==> src/hdl/lruhc_pkg.sv <==
`default_nettype none

package lruhc_pkg;

    // Fixed field widths of the request and result words.
    localparam int KEY_W        = 32;
    localparam int SLOT_FIELD_W = 3;
    localparam int S_TDATA_W    = 40;
    localparam int S_TUSER_W    = 2;
    localparam int M_TDATA_W    = 40;

    // Age stamps: 0 marks a slot never used, 1 a flushed slot, 2 and up the time of last use.
    localparam int              STAMP_W       = 40;
    localparam logic [STAMP_W-1:0] STAMP_NEVER   = STAMP_W'(0);
    localparam logic [STAMP_W-1:0] STAMP_FLUSHED = STAMP_W'(1);
    localparam logic [STAMP_W-1:0] TICK_START    = STAMP_W'(2);
    localparam logic [STAMP_W-1:0] STAMP_MAX     = {STAMP_W{1'b1}};

    // Defaults for the top-level parameters.
    localparam int DEF_SLOTS    = 8;
    localparam int DEF_KEY_BITS = 32;

    typedef enum logic [1:0] {
        CMD_ACCESS    = 2'd0,
        CMD_LOOKUP    = 2'd1,
        CMD_FLUSH     = 2'd2,
        CMD_FLUSH_ALL = 2'd3
    } lruhc_cmd_t;

    // Commands from the controller to the datapath.
    typedef struct packed {
        logic capture;  // latch the request, compare keys, load the stamp tree
        logic reduce;   // fold one level of the minimum-stamp tree
        logic commit;   // update the slots and load the result register
    } lruhc_ctrl_t;

endpackage

`default_nettype wire

==> src/hdl/lruhc_ctrl.sv <==
`default_nettype none

module lruhc_ctrl
    import lruhc_pkg::*;
#(
    parameter int SLOTS = DEF_SLOTS
) (
    input  wire logic        aclk,
    input  wire logic        aresetn,
    input  wire logic        s_tvalid,
    output logic             s_tready,
    output logic             m_tvalid,
    input  wire logic        m_tready,
    output lruhc_ctrl_t      ctrl
);

    localparam int LEVELS = (SLOTS > 1) ? $clog2(SLOTS) : 0;
    localparam int LVL_W  = (LEVELS > 0) ? $clog2(LEVELS + 1) : 1;

    typedef enum logic [1:0] {
        ST_IDLE,
        ST_SCAN,
        ST_COMMIT
    } state_t;

    state_t             state_reg;
    logic [LVL_W-1:0]   lvl_reg;
    logic               m_tvalid_reg;
    logic               out_free;

    assign out_free = !m_tvalid_reg || m_tready;
    assign s_tready = (state_reg == ST_IDLE);
    assign m_tvalid = m_tvalid_reg;

    assign ctrl.capture = (state_reg == ST_IDLE) && s_tvalid;
    assign ctrl.reduce  = (state_reg == ST_SCAN);
    assign ctrl.commit  = (state_reg == ST_COMMIT) && out_free;

    always_ff @(posedge aclk) begin
        if (!aresetn) begin
            state_reg    <= ST_IDLE;
            lvl_reg      <= '0;
            m_tvalid_reg <= 1'b0;
        end else begin
            // A commit refills the result register even as it is being emptied.
            if ((state_reg == ST_COMMIT) && out_free) begin
                m_tvalid_reg <= 1'b1;
            end else if (m_tvalid_reg && m_tready) begin
                m_tvalid_reg <= 1'b0;
            end
            case (state_reg)
                ST_IDLE: begin
                    if (s_tvalid) begin
                        lvl_reg   <= '0;
                        state_reg <= (LEVELS == 0) ? ST_COMMIT : ST_SCAN;
                    end
                end
                ST_SCAN: begin
                    lvl_reg <= lvl_reg + 1'b1;
                    if (lvl_reg == LVL_W'(LEVELS - 1)) begin
                        state_reg <= ST_COMMIT;
                    end
                end
                ST_COMMIT: begin
                    // The result register is free or is being emptied this cycle.
                    if (out_free) begin
                        state_reg <= ST_IDLE;
                    end
                end
                default: begin
                    state_reg <= ST_IDLE;
                end
            endcase
        end
    end

endmodule

`default_nettype wire

==> src/hdl/lruhc_datapath.sv <==
`default_nettype none

module lruhc_datapath
    import lruhc_pkg::*;
#(
    parameter int SLOTS    = DEF_SLOTS,
    parameter int KEY_BITS = DEF_KEY_BITS
) (
    input  wire logic                   aclk,
    input  wire logic                   aresetn,
    input  wire lruhc_ctrl_t            ctrl,
    input  wire logic [S_TDATA_W-1:0]   s_tdata,
    input  wire logic [S_TUSER_W-1:0]   s_tuser,
    output logic [M_TDATA_W-1:0]        m_tdata
);

    localparam int SLOT_W = (SLOTS > 1) ? $clog2(SLOTS) : 1;

    // Slot contents.
    logic [KEY_BITS-1:0]  key_reg   [SLOTS];
    logic [SLOTS-1:0]     valid_reg;
    logic [STAMP_W-1:0]   stamp_reg [SLOTS];
    logic [STAMP_W-1:0]   tick_reg;

    // Request held from capture to commit.
    lruhc_cmd_t           req_cmd_reg;
    logic [KEY_BITS-1:0]  req_key_reg;
    logic                 req_open_reg;
    logic                 req_hit_reg;
    logic [SLOT_W-1:0]    req_match_reg;

    // Minimum-stamp tree; entry 0 holds the victim after the last level.
    logic [SLOT_W-1:0]    cand_idx_reg   [SLOTS];
    logic [STAMP_W-1:0]   cand_stamp_reg [SLOTS];
    logic [SLOT_W-1:0]    red_idx        [SLOTS];
    logic [STAMP_W-1:0]   red_stamp      [SLOTS];

    logic [M_TDATA_W-1:0] out_data_reg;

    // Request key trimmed or zero-extended to the stored width.
    logic [KEY_BITS+KEY_W-1:0] in_key_wide;
    logic [KEY_BITS-1:0]       in_key;
    logic                      match_hit;
    logic [SLOT_W-1:0]         match_idx;

    logic [SLOT_W-1:0]         victim;
    logic                      o_hit;
    logic [SLOT_W-1:0]         o_slot;
    logic                      o_installed;
    logic                      o_ev_valid;
    logic [KEY_BITS-1:0]       o_ev_key;
    logic                      o_failed;
    logic                      wr_touch;
    logic                      wr_flush;
    logic                      wr_install;
    logic                      flush_all;
    logic [SLOT_W-1:0]         wr_idx;

    logic [SLOT_W+SLOT_FIELD_W-1:0] slot_wide;
    logic [KEY_BITS+KEY_W-1:0]      ev_key_wide;

    assign in_key_wide = {{KEY_BITS{1'b0}}, s_tdata[KEY_W-1:0]};
    assign in_key      = in_key_wide[KEY_BITS-1:0];

    // Parallel compare against every valid slot; the lowest index wins.
    always_comb begin
        match_hit = 1'b0;
        match_idx = '0;
        for (int i = SLOTS - 1; i >= 0; i--) begin
            if (valid_reg[i] && (key_reg[i] == in_key)) begin
                match_hit = 1'b1;
                match_idx = SLOT_W'(i);
            end
        end
    end

    // One tree level: entry i takes the smaller of entries 2i and 2i+1.
    // The left entry always covers lower slots, so it keeps ties.
    for (genvar g = 0; g < SLOTS; g++) begin : g_red
        if (2 * g + 1 < SLOTS) begin : g_pair
            always_comb begin
                if (cand_stamp_reg[2*g+1] < cand_stamp_reg[2*g]) begin
                    red_idx[g]   = cand_idx_reg[2*g+1];
                    red_stamp[g] = cand_stamp_reg[2*g+1];
                end else begin
                    red_idx[g]   = cand_idx_reg[2*g];
                    red_stamp[g] = cand_stamp_reg[2*g];
                end
            end
        end else if (2 * g < SLOTS) begin : g_single
            assign red_idx[g]   = cand_idx_reg[2*g];
            assign red_stamp[g] = cand_stamp_reg[2*g];
        end else begin : g_keep
            assign red_idx[g]   = cand_idx_reg[g];
            assign red_stamp[g] = cand_stamp_reg[g];
        end
    end

    assign victim = cand_idx_reg[0];

    always_comb begin
        o_hit       = 1'b0;
        o_slot      = '0;
        o_installed = 1'b0;
        o_ev_valid  = 1'b0;
        o_ev_key    = '0;
        o_failed    = 1'b0;
        wr_touch    = 1'b0;
        wr_flush    = 1'b0;
        wr_install  = 1'b0;
        flush_all   = 1'b0;
        wr_idx      = req_match_reg;
        case (req_cmd_reg)
            CMD_FLUSH_ALL: begin
                flush_all = 1'b1;
            end
            CMD_LOOKUP: begin
                if (req_hit_reg) begin
                    o_hit  = 1'b1;
                    o_slot = req_match_reg;
                end
            end
            CMD_FLUSH: begin
                if (req_hit_reg) begin
                    o_hit    = 1'b1;
                    o_slot   = req_match_reg;
                    wr_flush = 1'b1;
                end
            end
            CMD_ACCESS: begin
                if (req_hit_reg) begin
                    o_hit    = 1'b1;
                    o_slot   = req_match_reg;
                    wr_touch = 1'b1;
                end else if (req_open_reg) begin
                    wr_idx      = victim;
                    wr_touch    = 1'b1;
                    wr_install  = 1'b1;
                    o_slot      = victim;
                    o_installed = 1'b1;
                    o_ev_valid  = valid_reg[victim];
                    o_ev_key    = valid_reg[victim] ? key_reg[victim] : '0;
                end else begin
                    o_failed = 1'b1;
                end
            end
            default: begin
            end
        endcase
    end

    assign slot_wide   = {{SLOT_FIELD_W{1'b0}}, o_slot};
    assign ev_key_wide = {{KEY_W{1'b0}}, o_ev_key};

    always_ff @(posedge aclk) begin
        if (!aresetn) begin
            valid_reg <= '0;
            for (int i = 0; i < SLOTS; i++) begin
                stamp_reg[i] <= STAMP_NEVER;
            end
            tick_reg <= TICK_START;
        end else if (ctrl.commit) begin
            if (flush_all) begin
                valid_reg <= '0;
                for (int i = 0; i < SLOTS; i++) begin
                    stamp_reg[i] <= STAMP_FLUSHED;
                end
            end
            if (wr_flush) begin
                valid_reg[wr_idx] <= 1'b0;
                stamp_reg[wr_idx] <= STAMP_FLUSHED;
            end
            if (wr_install) begin
                valid_reg[wr_idx] <= 1'b1;
            end
            if (wr_touch) begin
                stamp_reg[wr_idx] <= tick_reg;
                // The event counter sticks at its top value.
                if (tick_reg != STAMP_MAX) begin
                    tick_reg <= tick_reg + 1'b1;
                end
            end
        end
    end

    always_ff @(posedge aclk) begin
        if (ctrl.capture) begin
            req_cmd_reg   <= lruhc_cmd_t'(s_tuser);
            req_key_reg   <= in_key;
            req_open_reg  <= s_tdata[KEY_W];
            req_hit_reg   <= match_hit;
            req_match_reg <= match_idx;
            for (int i = 0; i < SLOTS; i++) begin
                cand_idx_reg[i]   <= SLOT_W'(i);
                cand_stamp_reg[i] <= stamp_reg[i];
            end
        end else if (ctrl.reduce) begin
            for (int i = 0; i < SLOTS; i++) begin
                cand_idx_reg[i]   <= red_idx[i];
                cand_stamp_reg[i] <= red_stamp[i];
            end
        end
        if (ctrl.commit) begin
            if (wr_install) begin
                key_reg[wr_idx] <= req_key_reg;
            end
            out_data_reg <= {1'b0, o_failed, ev_key_wide[KEY_W-1:0], o_ev_valid,
                             o_installed, slot_wide[SLOT_FIELD_W-1:0], o_hit};
        end
    end

    assign m_tdata = out_data_reg;

endmodule

`default_nettype wire

==> src/hdl/lru_handle_cache_unit.sv <==
`default_nettype none

// Fully associative key cache of SLOTS entries with least-recently-used
// replacement. Each request word gives one result word, in order. At the
// accepting edge the key is compared against all slots at once and the age
// stamps are loaded, the minimum-stamp tree then folds one level per cycle,
// and a final commit step updates the slots and fills the result register.
// Requests are handled one at a time; the next one is taken while the
// previous result still waits in the output register, but the commit of a
// request holds until that register is free.

module lru_handle_cache_unit
    import lruhc_pkg::*;
#(
    parameter int SLOTS    = DEF_SLOTS,
    parameter int KEY_BITS = DEF_KEY_BITS
) (
    input  wire logic                   aclk,
    input  wire logic                   aresetn,
    input  wire logic                   s_tvalid,
    output logic                        s_tready,
    // key[31:0], open_ok[32], zero[39:33]
    input  wire logic [S_TDATA_W-1:0]   s_tdata,
    // cmd[1:0]
    input  wire logic [S_TUSER_W-1:0]   s_tuser,
    output logic                        m_tvalid,
    input  wire logic                   m_tready,
    // hit[0], slot[3:1], installed[4], evicted_valid[5], evicted_key[37:6],
    // failed[38], zero[39]
    output logic [M_TDATA_W-1:0]        m_tdata
);

    lruhc_ctrl_t ctrl;

    lruhc_ctrl #(
        .SLOTS (SLOTS)
    ) u_ctrl (
        .aclk     (aclk),
        .aresetn  (aresetn),
        .s_tvalid (s_tvalid),
        .s_tready (s_tready),
        .m_tvalid (m_tvalid),
        .m_tready (m_tready),
        .ctrl     (ctrl)
    );

    lruhc_datapath #(
        .SLOTS    (SLOTS),
        .KEY_BITS (KEY_BITS)
    ) u_datapath (
        .aclk    (aclk),
        .aresetn (aresetn),
        .ctrl    (ctrl),
        .s_tdata (s_tdata),
        .s_tuser (s_tuser),
        .m_tdata (m_tdata)
    );

endmodule

`default_nettype wire
==> config.mk <==
export PLATFORM = sky130hd
export DESIGN_NAME = lru_handle_cache_unit
export DESIGN_NICKNAME = d
export VERILOG_FILES = /design/src/hdl/lruhc_pkg.sv /design/src/hdl/lruhc_ctrl.sv /design/src/hdl/lruhc_datapath.sv /design/src/hdl/lru_handle_cache_unit.sv
export SDC_FILE = /design/constraint.sdc
export NUM_CORES = 2
export LEC_CHECK = 0
export BUFFER_PORTS_ARGS = -buffer_cell sky130_fd_sc_hd__buf_2
export CAP_MARGIN = 20
export CORE_MARGIN = 3
export CORE_UTILIZATION = 40
export CTS_CLUSTER_DIAMETER = 60
export DETAILED_ROUTE_END_ITERATION = 10
export MAX_ROUTING_LAYER = met4
export SLEW_MARGIN = 20
export SYNTH_ARGS = -nofsm -noshare
export SYNTH_HDL_FRONTEND = slang
export SYNTH_HIERARCHICAL = 1
export SYNTH_SLANG_ARGS = --single-unit
==> constraint.sdc <==
create_clock -name aclk -period 9.7 [get_ports aclk]
set_input_delay 1.455 -clock aclk [delete_from_list [all_inputs] [get_ports aclk]]
set_output_delay 1.455 -clock aclk [all_outputs]
set_load 0.05 [all_outputs]
Word-level counts from Yosys, hierarchy flattened
Memory sizes are Yosys's and may differ from the RTL's. A register that Yosys moved wholly into a read port is not among the register bits.
Index checks and enable logic that the tools add are counted.
{ "totals": {"register_bits": 99, "ram_bits": 920, "in_bits": 46, "out_inout_bits": 42, "word_cells": 208, "mem_count": 4} }
{ "op_classes": {"addsub": 2, "n_lt_le_gt_ge": 7, "n_eq_ne": 18, "muxes": 100, "n_bitwise": 31, "n_reduce_logical": 30} }
{ "memory_table": {"columns": ["memory", "depth", "width", "rd", "rd_clocked_by_memory_dff", "wr", "line_no", "text"], "rows": [
  ["u_datapath.cand_stamp_reg", 8, 40, 8, 0, 8, "lruhc_datapath.sv:34", "logic [STAMP_W-1:0] cand_stamp_reg [SLOTS];"],
  ["u_datapath.stamp_reg", 8, 40, 8, 0, 8, "lruhc_datapath.sv:22", "logic [STAMP_W-1:0] stamp_reg [SLOTS];"],
  ["u_datapath.key_reg", 8, 32, 9, 1, 1, "lruhc_datapath.sv:20", "logic [KEY_BITS-1:0] key_reg [SLOTS];"],
  ["u_datapath.cand_idx_reg", 8, 3, 8, 0, 8, "lruhc_datapath.sv:33", "logic [SLOT_W-1:0] cand_idx_reg [SLOTS];"]
]} }
{ "ops": {"columns": ["cell", "count"], "rows": [
  ["$mux W40", 22],
  ["$eq A32 B32 Y1", 8],
  ["$lt A40 B40 Y1", 4],
  ["$mux W3", 23],
  ["$mux W8", 7],
  ["$add A40 B1 Y40 const B", 1],
  ["$ne A40 B40 Y1 const B", 1],
  ["$reduce_or A40 Y1", 1],
  ["$mux W1", 37],
  ["$or A1 B1 Y1", 25],
  ["$logic_and A1 B1 Y1", 12],
  ["$mux W2", 6],
  ["$and A8 B8 Y8", 1],
  ["$eq A2 B2 Y1 const B", 4],
  ["$lt A3 B4 Y1 const B", 2],
  ["$not A8 Y8", 1],
  ["$or A8 B8 Y8", 1],
  ["$reduce_or A4 Y1", 2],
  ["$reduce_or A7 Y1", 1],
  ["$pmux W2 S3", 1],
  ["$pmux W3 S2", 1],
  ["$reduce_and A3 Y1", 2],
  ["$reduce_or A2 Y1", 3],
  ["$reduce_or A3 Y1", 2],
  ["other kinds (14)", 20]
]} }

Longest topological paths before layout
An unclocked memory read counts as a cell.
{ "depth": {"ltp_word": 15, "depth_mapped": 12, "ltp_nobuf": 10} }

By module
The synthesis kept the hierarchy.
{ "modules_own_cells": {"columns": ["module", "n_inst", "cells_each", "area_per_inst_um2", "seq_area_each_um2"], "rows": [
  ["lruhc_datapath", 1, 3352, 45825.2, 30509.3],
  ["lruhc_ctrl", 1, 26, 252.7, 100.1]
]} }

Least setup slack after synthesis
OpenSTA, ideal clock, no wires.
{ "synth_path": {"path_kind": "input to register", "startpoint": "in m_tready", "endpoint": "mem u_datapath.stamp_reg[0][0], enable pin", "setup_time_ps": 493, "arrival_ps": 7313, "required_ps": 9207, "path_slack_ps": 1895, "cell_stages": 8, "n_path_buf": 2, "cell_sequence": "nand2b_1 > nor2b_1 > clkbuf_1 > nand3_1 > and2_1 > nand2b_1 > clkbuf_1 > o21ai_0"} }
{ "synth_rtl": {"columns": ["item", "line_no", "text"], "rows": [
  ["start: declaration", "lru_handle_cache_unit.sv:27", "input wire logic m_tready,"],
  ["end: declaration", "lruhc_datapath.sv:22", null]
]} }

==> results_dict.tcl <==
set metrics [dict create \
    status "finished, final reports clean" \
    holdWs_ns 0.413 \
    die_area_um2 119000 \
    cellInternalPower_mw 8.23 \
    slew_headroom_pct 30.9 \
    p_sw_share_pct 23.6 \
    syn_area_um2 46100 \
    synth.distinct_cells 73 \
    yosysTopAreaCellShare_pct 64.1 \
    reg2reg_slack_ns 5.24 \
    reg2reg_to "u_datapath/cand_stamp_reg[0][120]$_DFFE_PN_" \
    grt_use_total_pct 19.7 \
    final.period_utilization_pct 48.0 \
    synth-seq-cells 1037 \
    coreArea_um2 113000 \
    cts_buffers 112 \
    layout_common_cells "edfxtp_1 (984), nor2_1 (414), nand2_1 (290), xnor2_1 (200), inv_1 (171)" \
    post-route-util_pct 46.1 \
    tns_ns 0 \
    min_to "u_datapath/cand_stamp_reg[1][100]$_DFFE_PP_" \
    avgRoutedWirePerCell_um 22.9 \
    synth.net_count 3586 \
    nets 3659 \
    crit_fanout 53 \
    syn_inst 3378 \
    p_clk_share_pct 42.8 \
    ant_nets 0 \
    synth_warnings 6 \
    drt_pass1_iterations 5 \
    cts_max_path_buffers 3 \
    dp_hpwl_um 74300 \
    h-tree-depth 3 \
    drive_above_1_share_pct 12.0 \
    tightest_slew_ns 1.04 \
    drtIter0Drc 2299 \
    final_common_cell "edfxtp_1" \
    cts_tree "built" \
    rows 123 \
    cp.arrival_ns 5.11 \
    cap_violations 0 \
    synthFlopType "edfxtp_1" \
    fp.dieH_um 345 \
    holdBufCountCts 0 \
    ys_top_cells_by_area "edfxtp_1 (64%), ha_1 (4.4%), xnor2_1 (3.8%), nor2_1 (3.4%), mux2i_1 (3.3%)" \
    yosysTopAreaCell "edfxtp_1" \
    io_pins 88 \
    grt_pass1_wl_um 172000 \
    setup_viol 0 \
    cts_resized 0 \
    first_global_vias 26741 \
    initial_core_util_pct 40.6 \
    wl_um 116000 \
    clock-sinks 1037 \
    fin_crit_ns 4.66 \
    stdcell_count 5056 \
    route.detailed.drc 0 \
    hold_violations 0 \
    reg2regPathDepth 9 \
    hold_depth 0 \
    num_vias 26788 \
    cp-end-kind "flip-flop" \
    worstHoldStart "u_datapath/stamp_reg[6][20]$_SDFFCE_PN0P_" \
    portBuffers 79 \
    die_w_um 345 \
    seq_power_share_pct 48.5 \
    clock_skew_ns 0.0432 \
    worstPathRequired_ns 10.15 \
    routed_via_density 5.30 \
    synth_edf_count 984 \
    reg2reg_from "u_datapath/cand_stamp_reg[1][121]$_DFFE_PP_" \
    grt_max_degree 68 \
    antenna_found_initial 9 \
    gr-total-overflow 0 \
    hp-class "flip-flop to flip-flop" \
    p_leak_nw 19.4 \
    criticalPathCategory "input pin to flip-flop" \
    cts.clk_slew.worst_paths_ns 0.06 \
    dp_cells 4837 \
    ir_drop_uv 142 \
    p_sw_mw 2.54 \
    avgSynthCellArea_um2 13.6 \
    rsz0062_at_grt "no" \
    cp-start-kind "input pin" \
    ys_seq_area_share_pct 66.4 \
    place_congestion 0.882 \
    power_per_cell_area_nw_per_um2 206 \
    max_freq_mhz 215 \
    combPwrFrac_pct 8.8 \
    drv_slew 0 \
    cts-root-buf "clkbuf_16" \
    postCtsSetupBuffers 0 \
    syn_to_final_growth_pct 13.4 \
    async_flop_share_pct 0 \
    clk_latency_ns 0.72 \
]
## worst max-delay path by stage
stage | from | end | slack (ns) | cells after the start
finish | s_tvalid | u_datapath/cand_stamp_reg[0][120]$_DFFE_PN_ | 5.04 | 7
CTS | s_tvalid | u_datapath/cand_stamp_reg[0][120]$_DFFE_PN_ | 5.05 | 7
detailed placement | s_tvalid | u_datapath/cand_stamp_reg[0][120]$_DFFE_PN_ | 4.29 | 7
global route | s_tvalid | u_datapath/cand_stamp_reg[0][120]$_DFFE_PN_ | 4.85 | 7
floorplan | m_tready | u_datapath/stamp_reg[0][0]$_DFFE_PP_ | 1.89 | 8
global placement | s_tvalid | u_datapath/cand_stamp_reg[0][120]$_DFFE_PN_ | 4.32 | 7
## critical path: stages
cell,delay (ns)
buf_2,0.10
and2_4,0.41
nand2b_4,0.68
clkinv_2,0.75
o31ai_4,0.51
buf_4,0.65
mux2_2,0.41
## kinds of logic after synthesis
group | Yosys count | synth area share (%)
flops | 1037 | 66.4
buf+inv | 338 | 2.98
fa+ha+maj | 162 | 4.40
mux | 218 | 6.53
xor+xnor | 291 | 5.53
other cells | 1 | 0.00814
simple gates | 1009 | 9.90
compound gates | 322 | 4.23
## power groups by stage
stage	sequential [mW]	combinational (mW)	clock [mW]
detailed placement	5.32	0.954	0
floorplan	5.29	0.646	0
global placement	5.31	0.947	0
CTS	5.22	0.960	4.70
finish	5.22	0.943	4.61
global route	5.24	1.04	4.88
## Yosys cell counts, drive strengths merged, types with 4 or more instances
| master | number |
|---|---|
| edfxtp | 984 |
| nor2 | 423 |
| nand2 | 292 |
| xnor2 | 200 |
| inv | 171 |
| ha | 162 |
| mux2i | 151 |
| a21oi | 132 |
| clkbuf | 100 |
| xor2 | 91 |
| nand4 | 80 |
| o21ai | 77 |
| buf | 66 |
| mux4 | 66 |
| dfxtp | 53 |
| and2 | 41 |
| nand3 | 39 |
| a21o | 36 |
| nor4 | 29 |
| nor3 | 20 |
| nand2b | 17 |
| and3 | 14 |
| nor2b | 14 |
| o21a | 10 |
| or2 | 10 |
| o31a | 9 |
| a211oi | 8 |
| and4 | 8 |
| a31oi | 6 |
| nand3b | 6 |
| o211ai | 6 |
| o311a | 6 |
| a21boi | 5 |
| a2111oi | 4 |
| nor3b | 4 |
| o31ai | 4 |
## metal layers
| layer | vias up | wire length, µm | GRT usage (%) |
|---|---|---|---|
| met4 | 0 | 3220 | 5.42 |
| met1 | 13500 | 49100 | 25.3 |
| met5 | - | 0 | - |
| met2 | 739 | 57300 | 32.8 |
| li1 | 12376 | - | - |
| met3 | 173 | 6160 | 2.90 |
## layout make-up
type,count,area (µm²)
Sequential cell,1037,30600
Clock inverter,83,1120
Timing Repair Buffer,125,741
Inverter,172,647
Tap cell,1500,1880
Multi-Input combinational cell,2003,14300
Fill cell,10085,61200
Clock buffer,129,2910
Antenna cell,7,17.5
## stage by stage
| stage | instance area [µm²] | setup WS [ns] | total power [mW] |
|---|---|---|---|
| finish | 52200 | 5.04 | 10.8 |
| global route | 52200 | 4.85 | 11.2 |
| CTS | 52200 | 5.05 | 10.9 |
| detailed placement | 48200 | 4.29 | 6.27 |
| global placement | 48200 | 4.32 | 6.26 |
| floorplan | 46100 | 1.89 | 5.94 |
Note: power is estimated with default switching activity, not from simulation.
